--- src/rtl/spma_pkg.sv ---
`default_nettype none

package spma_pkg;

  localparam logic [1:0] REQ_LOAD_A  = 2'd0;
  localparam logic [1:0] REQ_LOAD_B  = 2'd1;
  localparam logic [1:0] REQ_COMPUTE = 2'd2;

  typedef struct packed {
    logic [1:0]          req_type;
    logic signed [15:0]  term_coeff;
    logic [15:0]         term_expo;
  } in_word_t;

  typedef struct packed {
    logic signed [16:0]  sum_coeff;
    logic [15:0]         sum_expo;
    logic                term_valid;
    logic                last_term;
    logic                overflow;
  } out_word_t;

  // One stored term: coefficient in the upper half, exponent in the lower.
  localparam int TermW = 32;

  typedef struct packed {
    logic load_a;
    logic load_b;
    logic start;
    logic step;
    logic finish;
  } dp_cmd_t;

  typedef struct packed {
    logic a_has;
    logic b_has;
    logic out_free;
  } dp_sts_t;

endpackage

`default_nettype wire

--- src/rtl/spma_ram.sv ---
`default_nettype none

module spma_ram #(
  parameter int Width = 32,
  parameter int Depth = 32,
  localparam int AddrW = (Depth > 1) ? $clog2(Depth) : 1
) (
  input  logic             clk_i,
  input  logic             we_i,
  input  logic [AddrW-1:0] waddr_i,
  input  logic [Width-1:0] wdata_i,
  input  logic [AddrW-1:0] raddr_i,
  output logic [Width-1:0] rdata_o
);

  logic [Width-1:0] mem_q [Depth];
  logic [Width-1:0] rdata_q;

  always_ff @(posedge clk_i) begin
    if (we_i) begin
      mem_q[waddr_i] <= wdata_i;
    end
    rdata_q <= mem_q[raddr_i];
  end

  assign rdata_o = rdata_q;

endmodule

`default_nettype wire

--- src/rtl/spma_ctrl.sv ---
`default_nettype none

module spma_ctrl import spma_pkg::*; (
  input  logic       clk_i,
  input  logic       rst_ni,
  input  logic       in_valid_i,
  input  logic [1:0] in_req_i,
  output logic       in_stall_o,
  input  dp_sts_t    sts_i,
  output dp_cmd_t    cmd_o
);

  localparam logic [0:0] StIdle  = 1'b0;
  localparam logic [0:0] StMerge = 1'b1;

  logic [0:0] state_q, state_d;

  always_comb begin
    state_d    = state_q;
    cmd_o      = '0;
    in_stall_o = (state_q != StIdle);
    case (state_q)
      StIdle: begin
        if (in_valid_i) begin
          case (in_req_i)
            REQ_LOAD_A: cmd_o.load_a = 1'b1;
            REQ_LOAD_B: cmd_o.load_b = 1'b1;
            REQ_COMPUTE: begin
              cmd_o.start = 1'b1;
              state_d     = StMerge;
            end
            default: ;
          endcase
        end
      end
      StMerge: begin
        // advance only when the output register can take a word
        if (sts_i.out_free) begin
          if (sts_i.a_has || sts_i.b_has) begin
            cmd_o.step = 1'b1;
          end else begin
            cmd_o.finish = 1'b1;
            state_d      = StIdle;
          end
        end
      end
      default: state_d = StIdle;
    endcase
  end

  always_ff @(posedge clk_i or negedge rst_ni) begin
    if (!rst_ni) begin
      state_q <= StIdle;
    end else begin
      state_q <= state_d;
    end
  end

endmodule

`default_nettype wire

--- src/rtl/spma_dp.sv ---
`default_nettype none

module spma_dp import spma_pkg::*; #(
  parameter int TERMS_PER_LIST = 32
) (
  input  logic      clk_i,
  input  logic      rst_ni,
  input  in_word_t  in_word_i,
  input  dp_cmd_t   cmd_i,
  output dp_sts_t   sts_o,
  input  logic      out_stall_i,
  output logic      out_valid_o,
  output out_word_t out_word_o
);

  localparam int CntW = $clog2(TERMS_PER_LIST + 1);
  localparam int IdxW = (TERMS_PER_LIST > 1) ? $clog2(TERMS_PER_LIST) : 1;
  localparam logic [CntW-1:0] CntMax = CntW'(TERMS_PER_LIST);
  localparam logic [CntW-1:0] CntOne = CntW'(1);

  logic [CntW-1:0] cnt_a_q, cnt_a_d, cnt_b_q, cnt_b_d;
  logic [CntW-1:0] i_q, i_d, j_q, j_d;
  logic            ovf_q, ovf_d;
  logic            pend_v_q, pend_v_d, out_v_q, out_v_d;
  out_word_t       pend_q, pend_d, out_q, out_d, cand;

  logic [TermW-1:0]   rd_a, rd_b, wr_term;
  logic signed [15:0] a_coeff, b_coeff;
  logic [15:0]        a_expo, b_expo;
  logic signed [16:0] a_ext, b_ext, sum;
  logic               a_full, b_full, a_has, b_has;
  logic               same, take_a, take_b, out_free;

  assign a_full  = (cnt_a_q == CntMax);
  assign b_full  = (cnt_b_q == CntMax);
  assign wr_term = {in_word_i.term_coeff, in_word_i.term_expo};

  // reads are addressed with the next index, so the heads line up with i_q and j_q
  spma_ram #(.Width(TermW), .Depth(TERMS_PER_LIST)) u_ram_a (
    .clk_i  (clk_i),
    .we_i   (cmd_i.load_a && !a_full),
    .waddr_i(cnt_a_q[IdxW-1:0]),
    .wdata_i(wr_term),
    .raddr_i(i_d[IdxW-1:0]),
    .rdata_o(rd_a)
  );

  spma_ram #(.Width(TermW), .Depth(TERMS_PER_LIST)) u_ram_b (
    .clk_i  (clk_i),
    .we_i   (cmd_i.load_b && !b_full),
    .waddr_i(cnt_b_q[IdxW-1:0]),
    .wdata_i(wr_term),
    .raddr_i(j_d[IdxW-1:0]),
    .rdata_o(rd_b)
  );

  assign a_coeff = signed'(rd_a[31:16]);
  assign a_expo  = rd_a[15:0];
  assign b_coeff = signed'(rd_b[31:16]);
  assign b_expo  = rd_b[15:0];
  assign a_ext   = 17'(a_coeff);
  assign b_ext   = 17'(b_coeff);
  assign sum     = a_ext + b_ext;

  assign a_has    = (i_q < cnt_a_q);
  assign b_has    = (j_q < cnt_b_q);
  assign same     = a_has && b_has && (a_expo == b_expo);
  assign take_a   = !same && (!b_has || (a_has && (a_expo > b_expo)));
  assign take_b   = !same && !take_a;
  assign out_free = !out_v_q || !out_stall_i;

  always_comb begin
    cand            = '0;
    cand.term_valid = 1'b1;
    if (same) begin
      cand.sum_coeff = sum;
      cand.sum_expo  = a_expo;
    end else if (take_a) begin
      cand.sum_coeff = a_ext;
      cand.sum_expo  = a_expo;
    end else begin
      cand.sum_coeff = b_ext;
      cand.sum_expo  = b_expo;
    end
  end

  always_comb begin
    cnt_a_d  = cnt_a_q;
    cnt_b_d  = cnt_b_q;
    ovf_d    = ovf_q;
    i_d      = i_q;
    j_d      = j_q;
    pend_d   = pend_q;
    pend_v_d = pend_v_q;
    out_d    = out_q;
    out_v_d  = out_v_q && out_stall_i;

    if (cmd_i.load_a) begin
      if (a_full) begin
        ovf_d = 1'b1;
      end else begin
        cnt_a_d = cnt_a_q + CntOne;
      end
    end
    if (cmd_i.load_b) begin
      if (b_full) begin
        ovf_d = 1'b1;
      end else begin
        cnt_b_d = cnt_b_q + CntOne;
      end
    end

    if (cmd_i.start) begin
      i_d      = '0;
      j_d      = '0;
      pend_v_d = 1'b0;
    end

    if (cmd_i.step) begin
      if (same || take_a) begin
        i_d = i_q + CntOne;
      end
      if (same || take_b) begin
        j_d = j_q + CntOne;
      end
      // drop a matched pair that cancels; otherwise hold the new term and
      // release the one before it, which is now known not to be last
      if (!same || (sum != '0)) begin
        pend_d   = cand;
        pend_v_d = 1'b1;
        if (pend_v_q) begin
          out_d          = pend_q;
          out_d.overflow = ovf_q;
          out_v_d        = 1'b1;
        end
      end
    end

    if (cmd_i.finish) begin
      if (pend_v_q) begin
        out_d = pend_q;
      end else begin
        out_d = '0;
      end
      out_d.last_term = 1'b1;
      out_d.overflow  = ovf_q;
      out_v_d         = 1'b1;
      pend_v_d        = 1'b0;
      cnt_a_d         = '0;
      cnt_b_d         = '0;
      ovf_d           = 1'b0;
    end
  end

  always_ff @(posedge clk_i or negedge rst_ni) begin
    if (!rst_ni) begin
      cnt_a_q  <= '0;
      cnt_b_q  <= '0;
      ovf_q    <= 1'b0;
      i_q      <= '0;
      j_q      <= '0;
      pend_v_q <= 1'b0;
      out_v_q  <= 1'b0;
    end else begin
      cnt_a_q  <= cnt_a_d;
      cnt_b_q  <= cnt_b_d;
      ovf_q    <= ovf_d;
      i_q      <= i_d;
      j_q      <= j_d;
      pend_v_q <= pend_v_d;
      out_v_q  <= out_v_d;
    end
  end

  always_ff @(posedge clk_i) begin
    pend_q <= pend_d;
    out_q  <= out_d;
  end

  assign sts_o.a_has    = a_has;
  assign sts_o.b_has    = b_has;
  assign sts_o.out_free = out_free;
  assign out_valid_o    = out_v_q;
  assign out_word_o     = out_q;

endmodule

`default_nettype wire

--- src/rtl/sparse_poly_merge_add.sv ---
// Sparse polynomial adder. Load words append one term to list A or list B
// and are taken one per cycle while no compute runs; a load into a full list
// drops the term and sets the sticky overflow flag. A compute word merges both
// lists in descending exponent order, one merge step per cycle while the
// output is not stalled: each step consumes the head of A, of B, or of both
// (matched exponents, summed, dropped if the sum is zero), limited by the
// single read port of each list RAM. A closing step then sends the last
// word; the input stalls for the whole run. The last result word carries
// last_term; an empty sum yields one word with term_valid low. Both lists
// and the overflow flag clear at the end of the run.
`default_nettype none

module sparse_poly_merge_add import spma_pkg::*; #(
  parameter int TERMS_PER_LIST = 32
) (
  input  logic      clk_i,
  input  logic      rst_ni,
  input  logic      in_valid_i,
  output logic      in_stall_o,
  input  in_word_t  in_word_i,
  output logic      out_valid_o,
  input  logic      out_stall_i,
  output out_word_t out_word_o
);

  dp_cmd_t cmd;
  dp_sts_t sts;

  spma_ctrl u_ctrl (
    .clk_i     (clk_i),
    .rst_ni    (rst_ni),
    .in_valid_i(in_valid_i),
    .in_req_i  (in_word_i.req_type),
    .in_stall_o(in_stall_o),
    .sts_i     (sts),
    .cmd_o     (cmd)
  );

  spma_dp #(.TERMS_PER_LIST(TERMS_PER_LIST)) u_dp (
    .clk_i      (clk_i),
    .rst_ni     (rst_ni),
    .in_word_i  (in_word_i),
    .cmd_i      (cmd),
    .sts_o      (sts),
    .out_stall_i(out_stall_i),
    .out_valid_o(out_valid_o),
    .out_word_o (out_word_o)
  );

endmodule

`default_nettype wire

--- config.mk ---
export PLATFORM = sky130hd
export DESIGN_NAME = sparse_poly_merge_add
export DESIGN_NICKNAME = d
export VERILOG_FILES = /design/src/rtl/spma_pkg.sv /design/src/rtl/spma_ram.sv /design/src/rtl/spma_ctrl.sv /design/src/rtl/spma_dp.sv /design/src/rtl/sparse_poly_merge_add.sv
export SDC_FILE = /design/constraint.sdc
export NUM_CORES = 2
export LEC_CHECK = 0
export ABC_CLOCK_PERIOD_IN_PS = 5700
export BUFFER_PORTS_ARGS = -buffer_cell sky130_fd_sc_hd__buf_2
export CAP_MARGIN = 30
export CORE_ASPECT_RATIO = 1.1
export CORE_MARGIN = 1
export CORE_UTILIZATION = 60
export CTS_CLUSTER_DIAMETER = 40
export CTS_CLUSTER_SIZE = 14
export DETAILED_ROUTE_END_ITERATION = 16
export PLACE_DENSITY = 0.83
export SLEW_MARGIN = 5
export SYNTH_ARGS = -nofsm -noshare
export SYNTH_HDL_FRONTEND = slang
export SYNTH_SLANG_ARGS = --single-unit
--- constraint.sdc ---
create_clock -name clk_i -period 5.7 [get_ports clk_i]
set_clock_uncertainty 0.2 [all_clocks]
set_input_delay 0 -clock clk_i [delete_from_list [all_inputs] [get_ports clk_i]]
set_output_delay 0 -clock clk_i [all_outputs]
set_load 0.05 [all_outputs]
==> impl_metrics.csv <==
group,metric,value,unit
run_status,status,"complete, no violations",
clock_tree,clkTransAtPathRegs,0.06,ns
critical_path,path_max_fanout,170,
routing,via_per_inst,6.91,
pwr,power,61.2,mW
routing,route.detailed.drc,0,
clock_tree,cts-root-buf,"clkbuf_16",
floorplanning,ioPinCount,76,
routing,ant_nets,0,
flow_run,drv_cap,0,
yosys,synth_fp_nets,6279,
floorplanning,core,144000,sq um
hold_path,hold_path_depth,2,
critical_path,cpMostUsedCell,"nand2_1",
yosys,yosysSeqAreaShare,75.0,%
critical_path,r2r_start,"u_dp.cnt_a_q[3]",
timing,post-route-min-period,5.45,ns
finish,syn_to_final_growth,14.4,%
global_routing,grt_pass1_vias,56600,
clock_tree,cts_buffer_depth,3,
routing,wl_per_cell,29.1,um
placed_design,port_buffers,75,
global_routing,grt_usage,32.6,%
floorplanning,die_w,366,um
floorplanning,rows,146,
yosys,synth_cell_types,76,
placed_design,dp_hpwl,134000,um
finish,nets,6415,
critical_path,worst-r2r-cell-count,14,
critical_path,slowest_delay,0.77,ns
floorplanning,dieArea,147000,sq um
global_routing,grt_pass1_wl,356000,um
clock_tree,tritoncts,"yes",
timing,slew_viol_final,0,
clock_tree,clkLatencyLatePin,0.88,ns
timing,relSlewSlack,24.4,%
timing,hold_viol_final,0,
global_routing,grt_antenna_before_repair,18,
timing,worstMarginPinSlew,1.12,ns
critical_path,critPathTopFamily,"simple AND/OR/NAND/NOR gates",
routing,vias,58400,
critical_path,crit_slowest_cell,"nor4_1",
finish,drive_gt1_share,11.6,%
global_routing,overflow,0,
yosys,ys_seq_elements,2209,
hold_path,hold_start,"in_word_i[30]",
yosys,avgSynthCellArea,14.1,sq um
routing,dr.pass1.iters,6,
yosys,synth_top_flop_cell,"edfxtp_1",
yosys,netlist_area,87400,sq um
critical_path,crit_path_end_kind,"flop",
critical_path,crit_required,6.16,ns
timing,timing.hold.ws,0.0296,ns
clock_tree,cts_made_buffers,220,
critical_path,worstPathBufferInverterCount,3,
routing,detail_route.wirelength,246000,um
timing,finalSetupViolCount,0,
routing,dr.first_iter.drc_count,9845,
yosys,netlist_instances,6188,
floorplanning,die-height,402,um
yosys,yosysWarnings,0,
timing,rsz0062_at_grt,"no",
pwr,p_leak,33.9,nW
hold_path,min_path_type,"primary input to flop",
timing,period_share,95.6,%
critical_path,cp.arrival,5.90,ns
critical_path,critPathLaunchType,"flop",
placed_design,place.gp.congestion,0.926,
finish,multi_input_comb_area,20200,sq um
yosys,synth_edf_count,2116,
clock_tree,h-tree-depth,4,
global_routing,grt_max_degree,194,
hold_path,hold_end,"u_dp.u_ram_b.mem_q[23][30]",
finish,fill_cells,8688,
timing,max_freq,184,MHz
clock_tree,clock-sinks,2209,
pwr,ir_drop,1.09,mV
critical_path,regToRegEndpoint,"u_dp.u_ram_a.rdata_o[19]",
critical_path,worstSetupStartpoint,"u_dp.cnt_a_q[3]",
finish,regArea,65500,sq um
yosys,ys_async_sr_fraction,1.27,%
critical_path,cp_cell_sequence,"clkinv_1 > ha_1 > or2_0 > a21o_1 > a21oi_1 > nand2_1 > o211ai_1 > and2_4 > buf_16 > buf_4 > nand2_1 > a31oi_1 > o22ai_1 > nor4_1",
critical_path,critPathKind,"flop to flop",
pwr,power_per_cell_area,613,nW/um^2
floorplanning,start_util,60.5,%
critical_path,reg2reg_slack,0.25,ns
## how the worst max path moves through the flow
stage	cells after the start	slack, ns	endpoint
2_1_floorplan	12	0.80	u_dp.pend_q[10]
3_3_place_gp	14	-0.25	u_dp.u_ram_a.rdata_o[8]
3_5_place_dp	14	0.09	u_dp.u_ram_a.rdata_o[15]
4_1_cts	14	0.05	u_dp.u_ram_a.rdata_o[15]
5_1_grt	14	0.11	u_dp.u_ram_b.rdata_o[16]
6_report	14	0.25	u_dp.u_ram_a.rdata_o[19]
## sequential cells by signal, summed over array words and instances, names as in the netlist, 6 cells and up
signal / cells
u_dp.j_q: 6
u_dp.cnt_b_q: 6
u_dp.pend_q: 33
u_dp.out_word_o: 36
u_dp.u_ram_b.rdata_o: 32
u_dp.i_q: 6
u_dp.cnt_a_q: 6
u_dp.u_ram_a.mem_q: 1024
u_dp.u_ram_a.rdata_o: 32
u_dp.u_ram_b.mem_q: 1024
## final cells by class
| class | count | area share (%) |
|---|---|---|
| well taps | 1924 | 2.41 |
| diodes | 7 | 0.0175 |
| clock buffers | 282 | 5.93 |
| clock inverters | 127 | 1.51 |
| inverters | 51 | 0.224 |
| flip-flops and latches | 2209 | 65.6 |
| multi-input cells | 3466 | 20.2 |
| repair buffers | 376 | 4.10 |
## kinds of logic (layout without fill, tap and decap cells)
group           Yosys count  in the layout  share of synthesized area, %
flops                  2209           2209                          75.0
simple gates           1950           1950                          10.3
compound gates         1415           1415                          10.9
buf+inv                 513            836                          2.53
fa+ha+maj                53             53                         0.768
mux                      27             27                         0.355
xor+xnor                 21             21                         0.211
other cells               0              7                             0
## synth_stat cells, types with 8 or more instances
cell      instances  area (sq um)
a21o_1           10          75.1
o21ai_0          29           145
o32ai_1          63           552
dfxtp_1          65          1300
and3_1          486          3040
edfxtp_1       2116         63500
nor3_1           14          70.1
a31oi_1         455          2850
mux2i_1           8          80.1
ha_1             52           651
inv_1            44           165
nor4_1           68           425
nor2b_1          11          68.8
a221o_1           8          80.1
nand4_1           8          50.1
dfrtp_1          28           701
mux2_2           16           180
buf_4            31           233
xnor2_1          15           131
o22ai_1         195          1220
nand3_1          28           140
and2_1            8          50.1
clkbuf_1        317          1190
a22oi_1           8          60.1
nor2_1           98           368
nand2b_1          9          56.3
nand2_1        1196          4490
a211oi_1        456          3420
buf_1            11          41.3
a21oi_1         151           756
buf_2            98           490
## power breakdown
part | internal (mW) | switching, mW
combinational | 8.43 | 18.8
sequential | 18.6 | 0.550
clock | 8.42 | 6.39
total | 35.5 | 25.7
## per-stage QoR
step / std cells / util (%) / TNS [ns] / worst slack, ns / instance area (sq um)
finish: 8442 / 69.3 / 0 / 0.253 / 100000
detailed placement: 7929 / 63.3 / 0 / 0.0945 / 91400
global placement: 7908 / 63.0 / -0.300 / -0.245 / 91000
floorplan: 6188 / - / 0 / 0.805 / 87400
global route: 8438 / 69.3 / 0 / 0.115 / 100000
CTS: 8403 / 68.9 / 0 / 0.0524 / 99500
## layer usage
layer	part of all wire [%]	GRT usage, %	wire length, um
met3	13	8.23	33100
met5	0.053	0	131
met2	48	51.4	117000
met4	5.3	17.9	13000
met1	34	41.8	82400
## cell usage in the layout (no fill, tap or decap), types with 21 or more instances in the layout
cell | netlist | layout
edfxtp_1 | 2116 | 2116
dfrtp_1 | 28 | 28
buf_2 | 98 | 79
a21oi_1 | 151 | 151
nor4_1 | 68 | 65
nor2_1 | 98 | 34
a211oi_1 | 456 | 456
a31oi_1 | 455 | 454
clkbuf_1 | 317 | 46
ha_1 | 52 | 52
clkinv_1 | 4 | 22
bufinv_16 | 0 | 21
inv_1 | 44 | 44
dlygate4sd3_1 | 0 | 78
o22ai_1 | 195 | 195
buf_4 | 31 | 117
o21ai_0 | 29 | 29
nand2_1 | 1196 | 1196
and3_1 | 486 | 486
buf_12 | 0 | 97
clkbuf_16 | 0 | 223
nor2_4 | 0 | 64
nand3_1 | 28 | 26
o32ai_1 | 63 | 63
dfxtp_1 | 65 | 65
## repair_timing
| item | CTS | global route |
|---|---|---|
| hold endpoints to repair | 2095 | 126 |
| gates resized for setup | 0 | 4 |
| endpoints found under the setup margin | 0 | 3 |
| hold buffers | 65 | 14 |
| buffers inserted | 0 | 0 |
Note: power is estimated with default switching activity, not from simulation.
